===== src/rtl/sbrp_pkg.sv =====
// Shared types, constants and helpers for the single-bend route picker.
package sbrp_pkg;

  localparam int SLOT_W      = 6;
  localparam int IN_COORD_W  = 8;
  localparam int OUT_COORD_W = 8;
  localparam int LEN_W       = 9;
  localparam int CROSS_W     = 8;
  localparam int NCOUNT_W    = 7;
  localparam int CFG_ADDR_W  = 3;
  localparam int CFG_DATA_W  = 32;
  localparam int REG_IDX_W   = 1;

  // register indexes on the configuration port
  localparam logic [REG_IDX_W-1:0] REG_NODE_COUNT = 1'b0;

  // input word commands
  localparam logic CMD_LOAD  = 1'b0;
  localparam logic CMD_QUERY = 1'b1;

  typedef struct packed {
    logic                  cmd;
    logic [SLOT_W-1:0]     node_slot;
    logic [IN_COORD_W-1:0] node_x;
    logic [IN_COORD_W-1:0] node_y;
    logic [SLOT_W-1:0]     from_node;
    logic [SLOT_W-1:0]     to_node;
  } in_word_t;

  typedef struct packed {
    logic                   bend_at_end_x;
    logic [CROSS_W-1:0]     crossings;
    logic [LEN_W-1:0]       route_length;
    logic                   x_forward;
    logic                   y_forward;
    logic [OUT_COORD_W-1:0] vert_rank;
    logic [OUT_COORD_W-1:0] vert_start;
    logic [OUT_COORD_W-1:0] vert_end;
    logic [OUT_COORD_W-1:0] horiz_rank;
    logic [OUT_COORD_W-1:0] horiz_start;
    logic [OUT_COORD_W-1:0] horiz_end;
  } out_word_t;

  typedef enum logic [2:0] {
    ST_IDLE,
    ST_RD_S,
    ST_RD_E,
    ST_LD_E,
    ST_RANGE,
    ST_WALK,
    ST_DONE
  } state_t;

  // narrow a zero-extended coordinate to the result field width
  function automatic logic [OUT_COORD_W-1:0] out_coord(input logic [15:0] v);
    return v[OUT_COORD_W-1:0];
  endfunction

  // narrow a zero-extended length to the result field width
  function automatic logic [LEN_W-1:0] out_len(input logic [16:0] v);
    return v[LEN_W-1:0];
  endfunction

endpackage


===== src/rtl/single_bend_route_picker_unit.sv =====
// Top level of the single-bend route picker: sequencer, node store and ports.
//
// Use: words enter on the in_ channel (valid/stall) and results leave on the
// out_ channel. A load word (cmd = load) writes one node's coordinates into
// the node store in the cycle it is accepted and gives no result; the next
// word may follow at once. A query word (cmd = query) names a start and an
// end node and gives one result word: the picked L route, its crossing count,
// length, directions and both legs.
// A query steps RD_S, RD_E, LD_E, RANGE, WALK and DONE; DONE loads its
// result into the output register. The store's single read port fetches the
// two end nodes, then the walk reads N nodes, N being node_count clipped to
// MAX_NODES, one node per cycle into the shared leg compare unit.
// in_stall is high for the whole query; one query is in flight at a time.
// A finished result sits in the output register; a new word is accepted
// while it waits, but the next query holds in its last step until the
// receiver drops out_stall and the register frees.
// Reset clears the sequencer, the output valid and node_count. The node
// store is not cleared; query only nodes that were loaded. The user writes
// node_count on the APB-style cfg_ port while the block idles (unenforced).
module single_bend_route_picker_unit #(
  parameter int MAX_NODES  = 64,
  parameter int COORD_BITS = 8
) (
  input  logic                                clk,
  input  logic                                rst_n,
  input  logic                                in_valid,
  output logic                                in_stall,
  input  sbrp_pkg::in_word_t                  in_data,
  output logic                                out_valid,
  input  logic                                out_stall,
  output sbrp_pkg::out_word_t                 out_data,
  input  logic                                cfg_psel,
  input  logic                                cfg_penable,
  input  logic                                cfg_pwrite,
  input  logic [sbrp_pkg::CFG_ADDR_W-1:0]     cfg_paddr,
  input  logic [sbrp_pkg::CFG_DATA_W-1:0]     cfg_pwdata,
  output logic [sbrp_pkg::CFG_DATA_W-1:0]     cfg_prdata,
  output logic                                cfg_pready
);

  localparam int IDX_W  = $clog2(MAX_NODES);
  localparam int CNT_W  = $clog2(MAX_NODES + 1);
  localparam int CMP_W  = (CNT_W > sbrp_pkg::NCOUNT_W) ? CNT_W : sbrp_pkg::NCOUNT_W;
  localparam int RW     = (CNT_W > sbrp_pkg::SLOT_W) ? CNT_W : sbrp_pkg::SLOT_W;
  localparam int SLOT_W = sbrp_pkg::SLOT_W;
  localparam int NC_W   = sbrp_pkg::NCOUNT_W;

  // configuration
  logic [NC_W-1:0] node_count_r;
  logic            cfg_wr;
  logic            cfg_hit;

  assign cfg_pready = 1'b1;
  assign cfg_wr     = cfg_psel && cfg_penable && cfg_pwrite;
  assign cfg_hit    = (cfg_paddr[sbrp_pkg::CFG_ADDR_W-1:2] == sbrp_pkg::REG_NODE_COUNT);
  assign cfg_prdata = cfg_hit ? sbrp_pkg::CFG_DATA_W'(node_count_r) : '0;

  always_ff @(posedge clk) begin
    if (!rst_n) begin
      node_count_r <= '0;
    end else if (cfg_wr && cfg_hit) begin
      node_count_r <= cfg_pwdata[NC_W-1:0];
    end
  end

  // sequencer state
  sbrp_pkg::state_t state_r, state_nxt;

  logic                  in_acc;
  logic                  out_free;
  logic [SLOT_W-1:0]     s_r, e_r;
  logic [CNT_W-1:0]      lim_r, lim_nxt;
  logic [CNT_W-1:0]      idx_r, idx_nxt;
  logic [IDX_W-1:0]      ridx_r;
  logic                  rvld_r, rvld_nxt;
  logic                  issue;
  logic                  hit_clr;
  logic [COORD_BITS-1:0] sx_r, sy_r, ex_r, ey_r;
  logic [COORD_BITS-1:0] xlo_r, xhi_r, ylo_r, yhi_r;
  logic                  s_ok, e_ok;
  logic                  skip;
  logic [CMP_W-1:0]      nc_ext;

  // node store port signals
  logic                      ram_we;
  logic [IDX_W-1:0]          ram_raddr;
  logic [2*COORD_BITS-1:0]   ram_rdata;
  logic [COORD_BITS-1:0]     rd_x, rd_y;

  // hit counts and result
  logic [sbrp_pkg::CROSS_W-1:0] cnt_a, cnt_b;
  logic                         pick_b;
  logic [COORD_BITS:0]          len;
  logic                         out_valid_r, out_valid_nxt;
  sbrp_pkg::out_word_t          out_data_r, out_data_nxt;

  assign in_stall = (state_r != sbrp_pkg::ST_IDLE);
  assign in_acc   = in_valid && !in_stall;
  assign out_free = !out_valid_r || !out_stall;

  assign rd_x = ram_rdata[2*COORD_BITS-1:COORD_BITS];
  assign rd_y = ram_rdata[COORD_BITS-1:0];

  // out-of-range query indexes read as the origin
  assign s_ok = RW'(s_r) < RW'(MAX_NODES);
  assign e_ok = RW'(e_r) < RW'(MAX_NODES);
  assign skip = (RW'(ridx_r) == RW'(s_r)) || (RW'(ridx_r) == RW'(e_r));

  // loads whose slot lies beyond the store are dropped
  assign ram_we = in_acc && (in_data.cmd == sbrp_pkg::CMD_LOAD) &&
                  (RW'(in_data.node_slot) < RW'(MAX_NODES));

  assign nc_ext  = CMP_W'(node_count_r);
  assign lim_nxt = (nc_ext > CMP_W'(MAX_NODES)) ? CNT_W'(MAX_NODES) : CNT_W'(nc_ext);
  assign issue   = (state_r == sbrp_pkg::ST_WALK) && (idx_r < lim_r);

  assign pick_b = cnt_b < cnt_a;
  assign len    = ((COORD_BITS+1)'(xhi_r) - (COORD_BITS+1)'(xlo_r)) +
                  ((COORD_BITS+1)'(yhi_r) - (COORD_BITS+1)'(ylo_r));

  always_comb begin
    state_nxt     = state_r;
    idx_nxt       = idx_r;
    hit_clr       = 1'b0;
    ram_raddr     = idx_r[IDX_W-1:0];
    out_valid_nxt = out_valid_r && out_stall;
    out_data_nxt  = out_data_r;
    rvld_nxt      = issue;
    unique case (state_r)
      sbrp_pkg::ST_IDLE: begin
        if (in_acc && (in_data.cmd == sbrp_pkg::CMD_QUERY)) begin
          state_nxt = sbrp_pkg::ST_RD_S;
        end
      end
      sbrp_pkg::ST_RD_S: begin
        ram_raddr = IDX_W'(s_r);
        state_nxt = sbrp_pkg::ST_RD_E;
      end
      sbrp_pkg::ST_RD_E: begin
        ram_raddr = IDX_W'(e_r);
        state_nxt = sbrp_pkg::ST_LD_E;
      end
      sbrp_pkg::ST_LD_E: begin
        state_nxt = sbrp_pkg::ST_RANGE;
      end
      sbrp_pkg::ST_RANGE: begin
        hit_clr   = 1'b1;
        idx_nxt   = '0;
        state_nxt = sbrp_pkg::ST_WALK;
      end
      sbrp_pkg::ST_WALK: begin
        // advance one node per cycle; the last read lands as we leave
        if (issue) begin
          idx_nxt = idx_r + CNT_W'(1);
        end else begin
          state_nxt = sbrp_pkg::ST_DONE;
        end
      end
      sbrp_pkg::ST_DONE: begin
        // hold until the output register frees
        if (out_free) begin
          out_valid_nxt              = 1'b1;
          out_data_nxt.bend_at_end_x = pick_b;
          out_data_nxt.crossings     = pick_b ? cnt_b : cnt_a;
          out_data_nxt.route_length  = sbrp_pkg::out_len(17'(len));
          out_data_nxt.x_forward     = sx_r < ex_r;
          out_data_nxt.y_forward     = sy_r < ey_r;
          out_data_nxt.vert_rank     = sbrp_pkg::out_coord(16'(pick_b ? ex_r : sx_r));
          out_data_nxt.vert_start    = sbrp_pkg::out_coord(16'(ylo_r));
          out_data_nxt.vert_end      = sbrp_pkg::out_coord(16'(yhi_r));
          out_data_nxt.horiz_rank    = sbrp_pkg::out_coord(16'(pick_b ? sy_r : ey_r));
          out_data_nxt.horiz_start   = sbrp_pkg::out_coord(16'(xlo_r));
          out_data_nxt.horiz_end     = sbrp_pkg::out_coord(16'(xhi_r));
          state_nxt                  = sbrp_pkg::ST_IDLE;
        end
      end
      default: begin
        state_nxt = sbrp_pkg::ST_IDLE;
      end
    endcase
  end

  always_ff @(posedge clk) begin
    if (!rst_n) begin
      state_r     <= sbrp_pkg::ST_IDLE;
      out_valid_r <= 1'b0;
      rvld_r      <= 1'b0;
      idx_r       <= '0;
    end else begin
      state_r     <= state_nxt;
      out_valid_r <= out_valid_nxt;
      rvld_r      <= rvld_nxt;
      idx_r       <= idx_nxt;
    end
  end

  // datapath registers
  always_ff @(posedge clk) begin
    out_data_r <= out_data_nxt;
    ridx_r     <= idx_r[IDX_W-1:0];
    if (in_acc) begin
      s_r   <= in_data.from_node;
      e_r   <= in_data.to_node;
      lim_r <= lim_nxt;
    end
    if (state_r == sbrp_pkg::ST_RD_E) begin
      sx_r <= s_ok ? rd_x : '0;
      sy_r <= s_ok ? rd_y : '0;
    end
    if (state_r == sbrp_pkg::ST_LD_E) begin
      ex_r <= e_ok ? rd_x : '0;
      ey_r <= e_ok ? rd_y : '0;
    end
    if (state_r == sbrp_pkg::ST_RANGE) begin
      xlo_r <= (sx_r < ex_r) ? sx_r : ex_r;
      xhi_r <= (sx_r < ex_r) ? ex_r : sx_r;
      ylo_r <= (sy_r < ey_r) ? sy_r : ey_r;
      yhi_r <= (sy_r < ey_r) ? ey_r : sy_r;
    end
  end

  sbrp_ram #(
    .WIDTH (2*COORD_BITS),
    .DEPTH (MAX_NODES)
  ) u_store (
    .clk   (clk),
    .we    (ram_we),
    .waddr (IDX_W'(in_data.node_slot)),
    .wdata ({COORD_BITS'(in_data.node_x), COORD_BITS'(in_data.node_y)}),
    .raddr (ram_raddr),
    .rdata (ram_rdata)
  );

  // route A: vertical leg at start x, horizontal at end y; route B the mirror
  sbrp_hit_unit #(
    .COORD_BITS (COORD_BITS)
  ) u_hit (
    .clk    (clk),
    .clr    (hit_clr),
    .vld    (rvld_r),
    .skip   (skip),
    .node_x (rd_x),
    .node_y (rd_y),
    .vr_a   (sx_r),
    .hr_a   (ey_r),
    .vr_b   (ex_r),
    .hr_b   (sy_r),
    .xlo    (xlo_r),
    .xhi    (xhi_r),
    .ylo    (ylo_r),
    .yhi    (yhi_r),
    .cnt_a  (cnt_a),
    .cnt_b  (cnt_b)
  );

  assign out_valid = out_valid_r;
  assign out_data  = out_data_r;

endmodule


===== src/rtl/sbrp_ram.sv =====
// Generic single-port-write, single-port-read RAM with registered read data.
module sbrp_ram #(
  parameter int WIDTH = 16,
  parameter int DEPTH = 64
) (
  input  logic                     clk,
  input  logic                     we,
  input  logic [$clog2(DEPTH)-1:0] waddr,
  input  logic [WIDTH-1:0]         wdata,
  input  logic [$clog2(DEPTH)-1:0] raddr,
  output logic [WIDTH-1:0]         rdata
);

  logic [WIDTH-1:0] mem [DEPTH];
  logic [WIDTH-1:0] rdata_r;

  always_ff @(posedge clk) begin
    if (we) begin
      mem[waddr] <= wdata;
    end
    rdata_r <= mem[raddr];
  end

  assign rdata = rdata_r;

endmodule


===== src/rtl/sbrp_hit_unit.sv =====
// Shared leg compare unit: tests one node against both routes and counts hits.
module sbrp_hit_unit #(
  parameter int COORD_BITS = 8
) (
  input  logic                        clk,
  input  logic                        clr,
  input  logic                        vld,
  input  logic                        skip,
  input  logic [COORD_BITS-1:0]       node_x,
  input  logic [COORD_BITS-1:0]       node_y,
  input  logic [COORD_BITS-1:0]       vr_a,
  input  logic [COORD_BITS-1:0]       hr_a,
  input  logic [COORD_BITS-1:0]       vr_b,
  input  logic [COORD_BITS-1:0]       hr_b,
  input  logic [COORD_BITS-1:0]       xlo,
  input  logic [COORD_BITS-1:0]       xhi,
  input  logic [COORD_BITS-1:0]       ylo,
  input  logic [COORD_BITS-1:0]       yhi,
  output logic [sbrp_pkg::CROSS_W-1:0] cnt_a,
  output logic [sbrp_pkg::CROSS_W-1:0] cnt_b
);

  localparam int CW = sbrp_pkg::CROSS_W;

  logic          x_in, y_in;
  logic [1:0]    inc_a, inc_b;
  logic [CW:0]   sum_a, sum_b;
  logic [CW-1:0] cnt_a_r, cnt_a_nxt, cnt_b_r, cnt_b_nxt;

  always_comb begin
    x_in  = (xlo <= node_x) && (node_x <= xhi);
    y_in  = (ylo <= node_y) && (node_y <= yhi);
    inc_a = 2'({1'b0, (node_x == vr_a) && y_in}) + 2'({1'b0, (node_y == hr_a) && x_in});
    inc_b = 2'({1'b0, (node_x == vr_b) && y_in}) + 2'({1'b0, (node_y == hr_b) && x_in});
    sum_a = {1'b0, cnt_a_r} + (CW+1)'(inc_a);
    sum_b = {1'b0, cnt_b_r} + (CW+1)'(inc_b);
    cnt_a_nxt = cnt_a_r;
    cnt_b_nxt = cnt_b_r;
    if (clr) begin
      cnt_a_nxt = '0;
      cnt_b_nxt = '0;
    end else if (vld && !skip) begin
      // saturate at all ones
      cnt_a_nxt = sum_a[CW] ? '1 : sum_a[CW-1:0];
      cnt_b_nxt = sum_b[CW] ? '1 : sum_b[CW-1:0];
    end
  end

  always_ff @(posedge clk) begin
    cnt_a_r <= cnt_a_nxt;
    cnt_b_r <= cnt_b_nxt;
  end

  assign cnt_a = cnt_a_r;
  assign cnt_b = cnt_b_r;

endmodule

===== config.mk =====
export PLATFORM = sky130hd
export DESIGN_NAME = single_bend_route_picker_unit
export DESIGN_NICKNAME = d
export VERILOG_FILES = /design/src/rtl/sbrp_pkg.sv /design/src/rtl/single_bend_route_picker_unit.sv /design/src/rtl/sbrp_ram.sv /design/src/rtl/sbrp_hit_unit.sv
export SDC_FILE = /design/constraint.sdc
export NUM_CORES = 2
export LEC_CHECK = 0
export ABC_AREA = 1
export BUFFER_PORTS_ARGS = -buffer_cell sky130_fd_sc_hd__buf_2
export CORE_ASPECT_RATIO = 1.5
export CORE_MARGIN = 8
export CORE_UTILIZATION = 35
export CTS_CLUSTER_DIAMETER = 80
export DETAILED_ROUTE_END_ITERATION = 8
export GPL_TIMING_DRIVEN = 0
export PLACE_DENSITY = 0.56
export SLEW_MARGIN = 20
export SYNTH_ARGS = -nofsm -noshare
export SYNTH_HDL_FRONTEND = slang
export SYNTH_HIERARCHICAL = 1
export SYNTH_SLANG_ARGS = --single-unit

===== constraint.sdc =====
create_clock -name clk -period 4 [get_ports clk]
set_input_delay 0.2 -clock clk [delete_from_list [all_inputs] [get_ports clk]]
set_output_delay 0.2 -clock clk [all_outputs]
set_load 0.1 [all_outputs]

==> flow_summary_export.csv <==
group,metric,value,unit
pwr,pwr-share-seq,49.3,%
run_status,status,"complete, no violations",
logic_synthesis,ys_seq_elements,1232,
route,drt_first_pass_iters,6,
global_routing,grt_pass1_wl,241.4,mm
sta,holdWs,120.7,ps
sta,setup_violations,0,
logic_synthesis,synth_adder_area_share,2.372,%
logic_synthesis,seq_area_frac_synth,69.19,%
clock_tree,tritoncts,"yes",
sta,hold_viol_final,0,
logic_synthesis,avgSynthCellArea,11.36,um2
route,num_vias,36260,
floorplan,rows,174,
logic_synthesis,synth.area.top_cells,"edfxtp_1 (67%), nand2_1 (11%), nand3_1 (9.1%)",
placed_design,gp_congestion,0.9565,
global_routing,grt_overflow_total,0,
pwr,cellPowerDensity,475.3,mW/mm2
route,drt-initial-drc-count,3188,
sta,setup_ws,103.1,ps
logic_synthesis,yosysWarningCount,6,
layout,layout_common_cells,"nand2_1 (1552), edfxtp_1 (1175), nand3_1 (956), buf_2 (247), inv_1 (188)",
sta,fin_skew,28.60,ps
logic_synthesis,synth_cells,4632,
floorplan,ios,180,
logic_synthesis,synth-compound-area-share,1.020,%
logic_synthesis,synthSimpleGateAreaFrac,21.84,%
floorplan,fp.dieArea,0.1633,mm2
pwr,p_clk_share,37.7,%
global_routing,antenna_found_initial,10,
clock_tree,htree_levels,3,
placed_design,dp_hpwl,122.0,mm
layout,drive_gt1_share,14.01,%
route,wl_per_cell,23.83,um
logic_synthesis,syn_area,0.05264,mm2
sta,max_slew_margin,31.76,%
route,drc,0,
logic_synthesis,synth_top_family_by_area,"simple AND/OR/NAND/NOR gates",
clock_tree,cts-root-buf,"clkbuf_16",
layout,fin_nets,5219,
floorplan,initial_core_util,35.20,%
global_routing,grt_usage,20.06,%
pwr,p_leak,0.02342,uW
sta,rsz0062_at_grt,"yes",
route,postRouteAntennaNets,0,
setup_path,crit_fanout,10,
route,wl,169.1,mm
placed_design,placed_area,0.05730,mm2
logic_synthesis,ys_types,43,
setup_path,criticalPathCategory,"register to register",
sta,setup-tns-final,0,ps
pwr,switchingPower,7888,uW
pwr,p_int,21490,uW
sta,fmax,0.2566,GHz
floorplan,core_area,0.1496,mm2
pwr,power_frac_comb,13.0,%
clock_tree,cts.sinks,1232,
setup_path,worstPathArrival,4470,ps
route,vias_per_cell,5.110,
logic_synthesis,synth_top_area_cell,"edfxtp_1",
setup_path,cp-start-kind,"register",
layout,synthToLayoutAreaGrowth,17.44,%
pwr,p_sw_share,26.84,%
clock_tree,clk_transition_reported_paths,60,ps
clock_tree,worstSkewPairLatency,760,ps
sta,period_needed,3897,ps
global_routing,grt_pass1_vias,35750,
setup_path,cp.required,4580,ps
min_path,hold_class,"input pin to register",
floorplan,die_w,332.7,um
layout,final_common_cell,"nand2_1",
clock_tree,cts_buffers,118,
sta,tightest_slew,1024,ps
global_routing,grt_start_max_net_pins,53,
clock_tree,clk_path_buf_depth,3,
job,maxCapViolCount,0,
sta,timing.final.crit_share,97.42,%
setup_path,crit_path_end_kind,"register",
placed_design,io_buffers,122,
floorplan,die_h,491.0,um
sta,maxSlewViolCount,0,
logic_synthesis,synth_top_area_share,67.03,%
layout,final_area,0.06182,mm2
logic_synthesis,synthXorXnorAreaFrac,0.8652,%
logic_synthesis,muxShareOfSynthArea,0,%
pwr,peakVddDrop,0.0003480,V
placed_design,place_ws,-463.5,ps
worst max-delay path, stage by stage, from the launching register on:
cell	delay (ps)
dfxtp_1	450
inv_1	130
nand3_2	260
clkinvlp_4	320
nand2_1	120
o221ai_1	230
buf_2	250
inv_2	80
buf_2	470
buf_2	320
nand3_1	140
nand3_1	150
nand2_1	130
nand2_1	80
nand3_1	160
nand3_1	230
nand2_1	170
power groups by stage:
stage	clock network (uW)	logic, uW	registers [uW]
floorplan	0	2160	14700
detailed placement	0	3740	14800
global placement	0	3620	14800
CTS	11300	3790	14500
finish	11100	3820	14500
global route	11700	4100	14500
layout make-up:
type                            instances  area (um2)
Sequential cell                      1232       36420
Inverter                              194       739.5
Buffer                                271        1743
Timing Repair inverter                  1       5.005
Antenna cell                            6       15.01
Clock inverter                         71       600.6
Fill cell                           13890       87740
Tap cell                             1936        2422
Timing Repair Buffer                  276        2507
Multi-Input combinational cell       2959       14160
Clock buffer                          150        3208
per-stage QoR:
step,utilization [%],std cells,power [uW]
after CTS,41.20,7073,29550
after detailed placement,38.31,6802,18510
after global placement,37.29,6714,18400
after global routing,41.33,7093,30330
final,41.33,7096,29380
after floorplan,-,4656,16860
flip-flops by register name, indices dropped and copies added (netlist names):
name           flops
sx_r               8
nc_ext             7
out_data          68
lim_r              7
xhi_r              8
ey_r               8
out_valid          1
xlo_r              8
idx_r              7
state_r            3
ylo_r              8
u_store/mem     1024
u_store/rdata     16
s_r                6
e_r                6
ridx_r             6
sy_r               8
u_hit/cnt_a        8
u_hit/cnt_b        8
rvld_r             1
yhi_r              8
ex_r               8
timing repair:
item,CTS,global route
cloned,1,0
endpoints found under the setup margin,675,418
resized for setup,5,7
hold endpoints to repair,356,0
pin swaps,1,8
buffers inserted,4,17
hold buffers,45,0
routing by layer:
metal / wire (um) / global-route usage [%] / vias up
met3: 10670 / 3.049 / 378
li1: - / - / 16860
met1: 60810 / 22.06 / 17660
met4: 11240 / 12.26 / 4
met2: 86350 / 36.23 / 1360
met5: 27 / 0 / -
cell usage after synthesis, drive strengths merged:
| library cell | n |
|---|---|
| o221ai | 5 |
| edfxtp | 1175 |
| o31ai | 1 |
| a21boi | 1 |
| xnor2 | 6 |
| nand2 | 1561 |
| a21oi | 53 |
| o22ai | 2 |
| a21o | 4 |
| dfxtp | 57 |
| and3 | 1 |
| or2 | 1 |
| buf | 239 |
| a31oi | 4 |
| ha | 71 |
| nor2 | 136 |
| inv | 194 |
| clkbuf | 32 |
| o21a | 5 |
| nand3b | 3 |
| nand4 | 21 |
| o21ai | 20 |
| nor3 | 5 |
| o21bai | 1 |
| nor3b | 2 |
| nor4 | 8 |
| fa | 18 |
| conb | 2 |
| xor2 | 46 |
| nand3 | 958 |
path summary, 6_finish.rpt:
check                           from                         to  slack [ps]  cells after the start
min                       cfg_pwrite     nc_ext[6]$_SDFFE_PN0P_         120                      4
max reg2reg  state_r[0]$_SDFFE_PN0P_  u_store/rdata[11]$_DFF_P_         100                     16
min reg2reg    idx_r[3]$_SDFFE_PN0P_          ridx_r[3]$_DFF_P_         450                      0
max          state_r[0]$_SDFFE_PN0P_  u_store/rdata[11]$_DFF_P_         100                     16
logic make-up after synthesis:
| logic type | after synthesis |
|---|---|
| xor gates and xnor gates | 52 |
| buffers and inverters | 465 |
| AOI/OAI and AO/OA | 96 |
| adders and majority gates | 89 |
| other | 2 |
| DFF | 1232 |
| and+or+nand+nor | 2696 |
Power figures use the tool's default switching activity.
